**config.mk**
```make
export PLATFORM = sky130hd
export DESIGN_NAME = imu_complementary_attitude_estimator
export DESIGN_NICKNAME = d
export VERILOG_FILES = /design/src/rtl/imuce_pkg.sv /design/src/rtl/imuce_div.sv /design/src/rtl/imu_complementary_attitude_estimator.sv
export SDC_FILE = /design/constraint.sdc
export NUM_CORES = 2
export LEC_CHECK = 0
export BUFFER_PORTS_ARGS = -buffer_cell sky130_fd_sc_hd__clkbuf_2
export CAP_MARGIN = 20
export CORE_UTILIZATION = 45
export DETAILED_ROUTE_END_ITERATION = 10
export RECOVER_POWER = 25
export SYNTH_ARGS = -nofsm -noshare
export SYNTH_HDL_FRONTEND = slang
export SYNTH_SLANG_ARGS = --single-unit
```
**constraint.sdc**
```tcl
create_clock -name clk -period 25.1 [get_ports clk]
set_input_delay 7.53 -clock clk [delete_from_list [all_inputs] [get_ports clk]]
set_output_delay 7.53 -clock clk [all_outputs]
set_load 0.02 [all_outputs]
```
**src/rtl/imuce_pkg.sv**
```systemverilog
// Package for the IMU complementary attitude estimator.
// Holds fixed-point constants, register indexes and a constant rescale function.
// No dependencies.
`default_nettype none
package imuce_pkg;
  localparam int FracBitsDef = 16;
  localparam logic [1:0] CFG_STEP_TIME    = 2'd0;
  localparam logic [1:0] CFG_GYRO_WEIGHT  = 2'd1;
  localparam logic [1:0] CFG_ACCEL_WEIGHT = 2'd2;

  function automatic logic [31:0] rescale(input logic [31:0] c, input int fb);
    logic [63:0] w;
    w = {32'd0, c} << fb;
    return w[47:16];
  endfunction
endpackage
`default_nettype wire

```
**src/rtl/imuce_div.sv**
```systemverilog
// Iterative signed divider: low 32 bits of (a << FRAC_BITS) / b, truncating.
// One quotient bit per cycle. Depends on imuce_pkg.
`default_nettype none
module imuce_div import imuce_pkg::*; #(
  parameter int FRAC_BITS = FracBitsDef
) (
  input  wire logic        clk,
  input  wire logic        rst_n,
  input  wire logic        start,
  input  wire logic [31:0] num,
  input  wire logic [31:0] den,
  output logic             done,
  output logic [31:0]      quo
);
  localparam int NW = 32 + FRAC_BITS;
  logic [NW-1:0] q_r, q_nxt;
  logic [32:0]   rem_r, rem_nxt;
  logic [31:0]   d_r, d_nxt;
  logic          neg_r, neg_nxt, busy_r, busy_nxt, done_r, done_nxt;
  logic [6:0]    cnt_r, cnt_nxt;
  logic [32:0]   sh, diff;
  logic [NW-1:0] nabs;

  always_comb begin
    q_nxt = q_r; rem_nxt = rem_r; d_nxt = d_r; neg_nxt = neg_r;
    busy_nxt = busy_r; cnt_nxt = cnt_r; done_nxt = 1'b0;
    nabs = '0;
    sh = {rem_r[31:0], q_r[NW-1]};
    diff = sh - {1'b0, d_r};
    if (start) begin
      nabs = {{FRAC_BITS{1'b0}}, (num[31] ? (~num + 32'd1) : num)} << FRAC_BITS;
      q_nxt = nabs;
      rem_nxt = '0;
      d_nxt = den[31] ? (~den + 32'd1) : den;
      neg_nxt = num[31] ^ den[31];
      cnt_nxt = 7'(NW);
      busy_nxt = 1'b1;
    end else if (busy_r) begin
      if (!diff[32]) begin
        rem_nxt = diff;
        q_nxt = {q_r[NW-2:0], 1'b1};
      end else begin
        rem_nxt = sh;
        q_nxt = {q_r[NW-2:0], 1'b0};
      end
      cnt_nxt = cnt_r - 7'd1;
      if (cnt_r == 7'd1) begin
        busy_nxt = 1'b0;
        done_nxt = 1'b1;
      end
    end
  end

  always_ff @(posedge clk) begin
    if (!rst_n) begin
      busy_r <= 1'b0; done_r <= 1'b0; cnt_r <= '0;
    end else begin
      busy_r <= busy_nxt; done_r <= done_nxt; cnt_r <= cnt_nxt;
    end
    q_r <= q_nxt; rem_r <= rem_nxt; d_r <= d_nxt; neg_r <= neg_nxt;
  end

  assign done = done_r;
  assign quo = neg_r ? (~q_r[31:0] + 32'd1) : q_r[31:0];
endmodule
`default_nettype wire

```
**src/rtl/imu_complementary_attitude_estimator.sv**
```systemverilog
// Complementary-filter attitude estimator over one shared 32x32 multiplier.
// Each result runs through the single multiplier and, unless Az is zero, the
// bit-serial divider; values are Q16.16 for the default FRAC_BITS. One
// request at a time: a new request is taken only after the previous result
// has been accepted, so a stalled result also holds off new input.
// Reset restores default weights and step time; zeroes angle/vel/pos state.
`default_nettype none
module imu_complementary_attitude_estimator import imuce_pkg::*; #(
  parameter int FRAC_BITS = FracBitsDef
) (
  input  wire logic               clk,
  input  wire logic               rst_n,
  input  wire logic               in_valid,
  output logic                    in_stall,
  input  wire logic signed [15:0] in_accel_x_raw,
  input  wire logic signed [15:0] in_accel_y_raw,
  input  wire logic signed [15:0] in_accel_z_raw,
  input  wire logic signed [15:0] in_gyro_x_raw,
  input  wire logic signed [15:0] in_gyro_y_raw,
  input  wire logic signed [15:0] in_gyro_z_raw,
  output logic                    out_valid,
  input  wire logic               out_stall,
  output logic signed [31:0]      out_roll_angle,
  output logic signed [31:0]      out_pitch_angle,
  output logic signed [31:0]      out_yaw_angle,
  output logic signed [31:0]      out_roll_rate,
  output logic signed [31:0]      out_pitch_rate,
  output logic signed [31:0]      out_yaw_rate,
  output logic signed [31:0]      out_velocity_x,
  output logic signed [31:0]      out_velocity_y,
  output logic signed [31:0]      out_velocity_z,
  output logic signed [31:0]      out_position_x,
  output logic signed [31:0]      out_position_y,
  output logic signed [31:0]      out_position_z,
  input  wire logic               cfg_we,
  input  wire logic [1:0]         cfg_index,
  input  wire logic [16:0]        cfg_data
);
  localparam logic [31:0] KAccel = rescale(32'd16, FRAC_BITS);
  localparam logic [31:0] KGrav  = rescale(32'd643048, FRAC_BITS);
  localparam logic [31:0] KGyro  = rescale(32'd4005, FRAC_BITS);
  localparam logic [31:0] KR2D   = rescale(32'd3754967, FRAC_BITS);
  localparam logic [31:0] RstStep = rescale(32'd131, FRAC_BITS);
  localparam logic [31:0] RstGw   = rescale(32'd64225, FRAC_BITS);
  localparam logic [31:0] RstAw   = rescale(32'd1311, FRAC_BITS);

  localparam logic [2:0] S_IDLE = 3'd0, S_MUL = 3'd1, S_DIVW = 3'd2, S_OUT = 3'd3;

  // Register file: 0-5 raw scaled inputs -> ax ay az wr wp wy, 6 acc_roll,
  // 7 acc_pitch, 8 tmp, 9-11 roll pitch yaw, 12-14 vel, 15-17 pos.
  logic [31:0] rf_r [18];
  logic [31:0] rf_nxt [18];
  logic [15:0] step_r;
  logic [16:0] gw_r, aw_r;
  logic [2:0]  st_r, st_nxt;
  logic [5:0]  pc_r, pc_nxt;
  logic        dsel_r, dsel_nxt;
  logic        dstart;
  logic [31:0] dnum;
  logic        ddone;
  logic [31:0] dquo;

  logic [31:0] ma, mb;
  logic signed [63:0] prod;
  logic [31:0] mres;

  imuce_div #(.FRAC_BITS(FRAC_BITS)) u_div (
    .clk(clk), .rst_n(rst_n), .start(dstart), .num(dnum), .den(rf_r[2]),
    .done(ddone), .quo(dquo)
  );

  function automatic logic [31:0] rawfx(input logic [15:0] v);
    return 32'({{16{v[15]}}, v} << FRAC_BITS);
  endfunction

  logic [31:0] dtw, gww, aww;
  assign dtw = {16'd0, step_r};
  assign gww = {15'd0, gw_r};
  assign aww = {15'd0, aw_r};

  // Microprogram: operand select per step, then result written.
  always_comb begin
    ma = rf_r[0]; mb = KAccel;
    unique case (pc_r)
      6'd0:  begin ma = rf_r[0];  mb = KAccel; end
      6'd1:  begin ma = rf_r[0];  mb = KGrav;  end
      6'd2:  begin ma = rf_r[1];  mb = KAccel; end
      6'd3:  begin ma = rf_r[1];  mb = KGrav;  end
      6'd4:  begin ma = rf_r[2];  mb = KAccel; end
      6'd5:  begin ma = rf_r[2];  mb = KGrav;  end
      6'd6:  begin ma = rf_r[3];  mb = KGyro;  end
      6'd7:  begin ma = rf_r[4];  mb = KGyro;  end
      6'd8:  begin ma = rf_r[5];  mb = KGyro;  end
      6'd9:  begin ma = rf_r[6];  mb = KR2D;   end
      6'd10: begin ma = rf_r[7];  mb = KR2D;   end
      6'd11: begin ma = rf_r[9];  mb = gww;    end
      6'd12: begin ma = rf_r[6];  mb = aww;    end
      6'd13: begin ma = rf_r[3];  mb = dtw;    end
      6'd14: begin ma = rf_r[10]; mb = gww;    end
      6'd15: begin ma = rf_r[7];  mb = aww;    end
      6'd16: begin ma = rf_r[4];  mb = dtw;    end
      6'd17: begin ma = rf_r[5];  mb = dtw;    end
      6'd18: begin ma = rf_r[0];  mb = dtw;    end
      6'd19: begin ma = rf_r[1];  mb = dtw;    end
      6'd20: begin ma = rf_r[2];  mb = dtw;    end
      6'd21: begin ma = rf_r[12]; mb = dtw;    end
      6'd22: begin ma = rf_r[13]; mb = dtw;    end
      6'd23: begin ma = rf_r[14]; mb = dtw;    end
      default: begin ma = rf_r[0]; mb = KAccel; end
    endcase
    prod = $signed(ma) * $signed(mb);
    mres = prod[FRAC_BITS +: 32];
  end

  always_comb begin
    for (int i = 0; i < 18; i++) rf_nxt[i] = rf_r[i];
    st_nxt = st_r; pc_nxt = pc_r; dsel_nxt = dsel_r;
    dstart = 1'b0;
    dnum = dsel_r ? rf_r[0] : rf_r[1];
    unique case (st_r)
      S_IDLE: begin
        if (in_valid) begin
          rf_nxt[0] = rawfx(in_accel_x_raw);
          rf_nxt[1] = rawfx(in_accel_y_raw);
          rf_nxt[2] = rawfx(in_accel_z_raw);
          rf_nxt[3] = rawfx(in_gyro_x_raw);
          rf_nxt[4] = rawfx(in_gyro_y_raw);
          rf_nxt[5] = rawfx(in_gyro_z_raw);
          pc_nxt = 6'd0;
          st_nxt = S_MUL;
        end
      end
      S_MUL: begin
        pc_nxt = pc_r + 6'd1;
        unique case (pc_r)
          6'd0, 6'd1: rf_nxt[0] = mres;
          6'd2, 6'd3: rf_nxt[1] = mres;
          6'd4, 6'd5: rf_nxt[2] = mres;
          6'd6: rf_nxt[3] = mres;
          6'd7: rf_nxt[4] = mres;
          6'd8: begin
            rf_nxt[5] = mres;
            if (rf_r[2] != 32'd0) begin
              dstart = 1'b1; dsel_nxt = 1'b0; st_nxt = S_DIVW;
              dnum = rf_r[1];
            end else begin
              rf_nxt[6] = rf_r[9]; rf_nxt[7] = rf_r[10]; pc_nxt = 6'd11;
            end
          end
          6'd9: rf_nxt[6] = mres;
          6'd10: rf_nxt[7] = mres;
          6'd11, 6'd14: rf_nxt[8] = mres;
          6'd12: rf_nxt[8] = rf_r[8] + mres;
          6'd13: rf_nxt[9] = rf_r[8] + mres;
          6'd15: rf_nxt[8] = rf_r[8] + mres;
          6'd16: rf_nxt[10] = rf_r[8] + mres;
          6'd17: rf_nxt[11] = rf_r[11] + mres;
          6'd18: rf_nxt[12] = rf_r[12] + mres;
          6'd19: rf_nxt[13] = rf_r[13] + mres;
          6'd20: rf_nxt[14] = rf_r[14] + mres;
          6'd21: rf_nxt[15] = rf_r[15] + mres;
          6'd22: rf_nxt[16] = rf_r[16] + mres;
          6'd23: begin rf_nxt[17] = rf_r[17] + mres; st_nxt = S_OUT; end
          default: st_nxt = S_OUT;
        endcase
      end
      S_DIVW: begin
        if (ddone) begin
          if (!dsel_r) begin
            rf_nxt[6] = dquo; dsel_nxt = 1'b1; dstart = 1'b1;
            dnum = rf_r[0];
          end else begin
            rf_nxt[7] = dquo; st_nxt = S_MUL; pc_nxt = 6'd9;
          end
        end
      end
      S_OUT: if (!out_stall) st_nxt = S_IDLE;
      default: st_nxt = S_IDLE;
    endcase
  end

  always_ff @(posedge clk) begin
    if (!rst_n) begin
      st_r <= S_IDLE; pc_r <= '0; dsel_r <= 1'b0;
      step_r <= RstStep[15:0]; gw_r <= RstGw[16:0]; aw_r <= RstAw[16:0];
      for (int i = 9; i < 18; i++) rf_r[i] <= '0;
    end else begin
      st_r <= st_nxt; pc_r <= pc_nxt; dsel_r <= dsel_nxt;
      for (int i = 9; i < 18; i++) rf_r[i] <= rf_nxt[i];
      if (cfg_we) begin
        unique case (cfg_index)
          CFG_STEP_TIME:    step_r <= cfg_data[15:0];
          CFG_GYRO_WEIGHT:  gw_r <= cfg_data;
          CFG_ACCEL_WEIGHT: aw_r <= cfg_data;
          default: ;
        endcase
      end
    end
    for (int i = 0; i < 9; i++) rf_r[i] <= rf_nxt[i];
  end

  assign in_stall = (st_r != S_IDLE);
  assign out_valid = (st_r == S_OUT);
  assign out_roll_angle = rf_r[9];
  assign out_pitch_angle = rf_r[10];
  assign out_yaw_angle = rf_r[11];
  assign out_roll_rate = rf_r[3];
  assign out_pitch_rate = rf_r[4];
  assign out_yaw_rate = rf_r[5];
  assign out_velocity_x = rf_r[12];
  assign out_velocity_y = rf_r[13];
  assign out_velocity_z = rf_r[14];
  assign out_position_x = rf_r[15];
  assign out_position_y = rf_r[16];
  assign out_position_z = rf_r[17];
endmodule
`default_nettype wire

```
==> key figures <==
Setup path
  – Worst R2R Start: pc_r[0]
  – Crit path launch: rst_n
  – Top cell family by delay on the critical path: buffers and inverters
  – Startpoint types: input pin
  – Critical Path Fanout Max: 165
  – Worst path required time: 25.76 ns
  – CP max-delay cell: clkinvlp_2
  – Slack of the worst reg-to-reg path: 8.73 ns
  – Worst stage delay on the critical path: 4.68 ns
  – Critical path, cell by cell: clkbuf_2, clkbuf_1, clkinvlp_2, buf_12, buf_4, a211oi_1
  – CP Data Arrival Time: 17.33 ns
  – Critical path buffers and inverters: 5
  – Kind of critical path: in2reg
  – Worst Setup End Kind: flop

Synth
  – Avg Cell Area, Syn: 8.62 um^2
  – Post-synth EDFFs: 353
  – Simple-gate portion of the synthesized area: 15.3%
  – Syn nets: 9333
  – Xor and xnor area share after synthesis: 4.72%
  – Portion of netlist area occupied by mux cells: 1.68%
  – Synth Warn #: 0
  – Yosys cell types: 97
  – Most common flop cell mapped by yosys: dfxtp_1
  – Fraction of registers with async set/reset: 0%
  – Seq cells post-synth: 757
  – Post-synthesis cell count: 8161
  – Synthesized area: 70400 um^2
  – Main combinational cell family by area after synthesis: adder cells
  – Post-Synth Adder-Cell Area: 25.1%
  – Post-synthesis compound-gate area fraction: 15.6%
  – Seq/Total Area, Yosys: 26.6%

Final layout
  – Fin nets: 9320
  – Final instance area: 75900 um^2
  – Most common cell after layout, fill and taps aside: nand2_1
  – Area Growth Syn to Fin: 7.88%
  – Most frequent cells in the layout: nand2_1, inv_1, a21oi_1
  – Share of cells above drive strength 1: 10.9%
  – Final std cells w/o fill: 10275
  – Filler instances: 14753

Floorplan
  – Starting Density: 45.5%
  – Die width: 397 um
  – Rows: 144
  – I/O Pins: 506
  – Die height: 397 um
  – Die area: 158000 um^2
  – Core area: 155000 um^2

Run status
  – Failing checks: DRC, capacitance limit, slew limit
  – Outcome: finished with violations

STA
  – Final Skew: 0.0507 ns
  – Fmax: 60.0 MHz
  – Setup tns final: 0 ns
  – Relative slew slack: -158%
  – Fin. max-slew vios: 601
  – Fin crit share: 66.4%
  – Final WS setup: 8.43 ns
  – Hold slack: 0.455 ns
  – RSZ-0062 raised after global routing: false
  – Final Hold Violating Endpoints: 0
  – Worst-Margin Slew: 3.88 ns
  – Min Tclk post-route: 16.67 ns
  – Final setup viols: 0

Min path
  – Hold path startpoint: aw_r[7]
  – Hold Crit Class: reg2reg

Pwr
  – Internal Power: 4.84 mW
  – Combinational Power Share: 69.5%
  – Worst vdd ir: 0.000153 V
  – Clock power share: 12.8%
  – Switching Share: 55.6%
  – NetSw: 6.06 mW
  – Reg power frac: 17.7%
  – Power density over the cells: 144 nW/um^2
  – Leakage dissipation: 33.2 nW

CTS
  – CTS tree: done
  – Clock buffer depth: 3
  – Clock Pin Slew Worst Setup and Hold Paths: 0.06 ns
  – Worst-Skew Late Latency: 0.75 ns
  – CTS Buf Count: 88
  – H-tree depth: 3
  – Post-CTS resize count: 0
  – CTS sink cnt: 757
  – CTS root buf: clkbuf_16
  – CTS Hold Bufs: 0
  – Setup bufs post-CTS: 0

Route
  – Drt total wl: 279 mm
  – Vias: 60416
  – Starting DRT DRC Count: 6741
  – TritonRoute pass-1 iters: 11
  – Antenna Nets Post-Route: 0
  – Remaining DRCs: 1
  – Vias per cell: 5.88
  – DR WL/cell: 27.2 um

Global route
  – Total track usage: 34.7%
  – GRT overflow: 0
  – Largest net degree at the start of global routing: 166
  – First-pass GRT wire length: 399 mm
  – Vias in the first global route: 57941
  – Initial antenna violation count: 21

Place
  – Placed instance count: 10099
  – PortBufs: 505
  – Setup WS pre-CTS: 9.05 ns
  – DP Area: 72800 um^2
  – Routability-driven placement congestion ratio: 0.979
  – HPWL after DPL: 211 mm

Flow run
  – Max cap viols: 15
-- tightest hold or removal path: stages, from the launching register on --
cell	delay [ns]
dfxtp_1	0.31
nand2_1	0.05
a21oi_1	0.05
-- cell usage after synthesis, drive strengths merged (27+ instances only) --
library cell  instances  area, um^2
nand3               162         811
dfxtp               404        8090
o21a                 94         707
nand2              1221        4580
xnor2               236        2070
ha                  454        5680
a211oi               42         315
and3                 77         482
or3                  37         231
nor3                 63         315
a21oi               662        3310
fa                  598       12000
buf                 428        3090
nor2b                60         375
nand4                28         175
clkbuf              331        1240
and2                138         863
a222oi               36         360
xor2                133        1160
nand2b               46         288
o21bai               62         465
inv                 917        3440
edfxtp              353       10600
o31ai                34         269
o21ai               382        1910
mux2i               115        1150
a221oi               34         315
a31oi                27         175
a21o                107         803
a22oi                83         623
nor2                498        1870
-- cell type report --
| cell class | instances | area (um^2) | area share (%) |
|---|---|---|---|
| Timing Repair Buffer | 656 | 3690 | 4.86 |
| Multi-Input combinational cell | 5727 | 44400 | 58.5 |
| Inverter | 918 | 3450 | 4.54 |
| Clock buffer | 125 | 2580 | 3.39 |
| Antenna cell | 8 | 20.0 | 0.0264 |
| Sequential cell | 757 | 18700 | 24.6 |
| Clock inverter | 40 | 529 | 0.697 |
| Tap cell | 2044 | 2560 | 3.37 |
-- power groups by stage --
stage	Sequential [mW]	Combinational, mW	Clock (mW)
after floorplan	1.76	4.69	0
after global placement	1.93	7.29	0
after detailed placement	1.93	7.36	0
after CTS	1.91	7.41	1.41
after global routing	1.93	8.06	1.45
final	1.94	7.58	1.40
-- sequential cells by signal (all words and copies together) (netlist names) --
name,cells
u_div.rem_r,32
u_div.done,1
rf_r,576
aw_r,17
u_div.d_r,32
u_div.busy_r,1
u_div.q_r,48
pc_r,6
step_r,16
u_div.cnt_r,7
u_div.neg_r,1
gw_r,17
dsel_r,1
st_r,2
-- per-stage QoR --
step	util, %	power (mW)
after global routing	49.1	11.4
after global placement	47.1	9.23
final	49.1	10.9
after CTS	49.1	10.7
after floorplan	-	6.45
after detailed placement	47.1	9.29
-- routing by layer --
layer	part of all wire (%)	up-vias	global-route usage [%]
met4	5.9	22	17.5
met1	40	29679	45.6
met2	42	3218	51.3
li1	-	26902	-
met3	12	595	11.0
met5	0.052	-	0
-- logic make-up after synthesis --
logic type | count (synthesis)
xor gates and xnor gates | 373
muxes | 118
DFF | 757
buffers and inverters | 1677
and+or+nand+nor | 2426
AOI/OAI and AO/OA | 1758
adders and majority gates | 1052
-- path summary, 6_finish.rpt --
kind	to	depth (start not counted)
max	rf_r[0][354]	6
min	aw_r[7]	2
max reg2reg	rf_r[0][351]	49
min reg2reg	aw_r[7]	2
(Power assumes the default switching activity.)
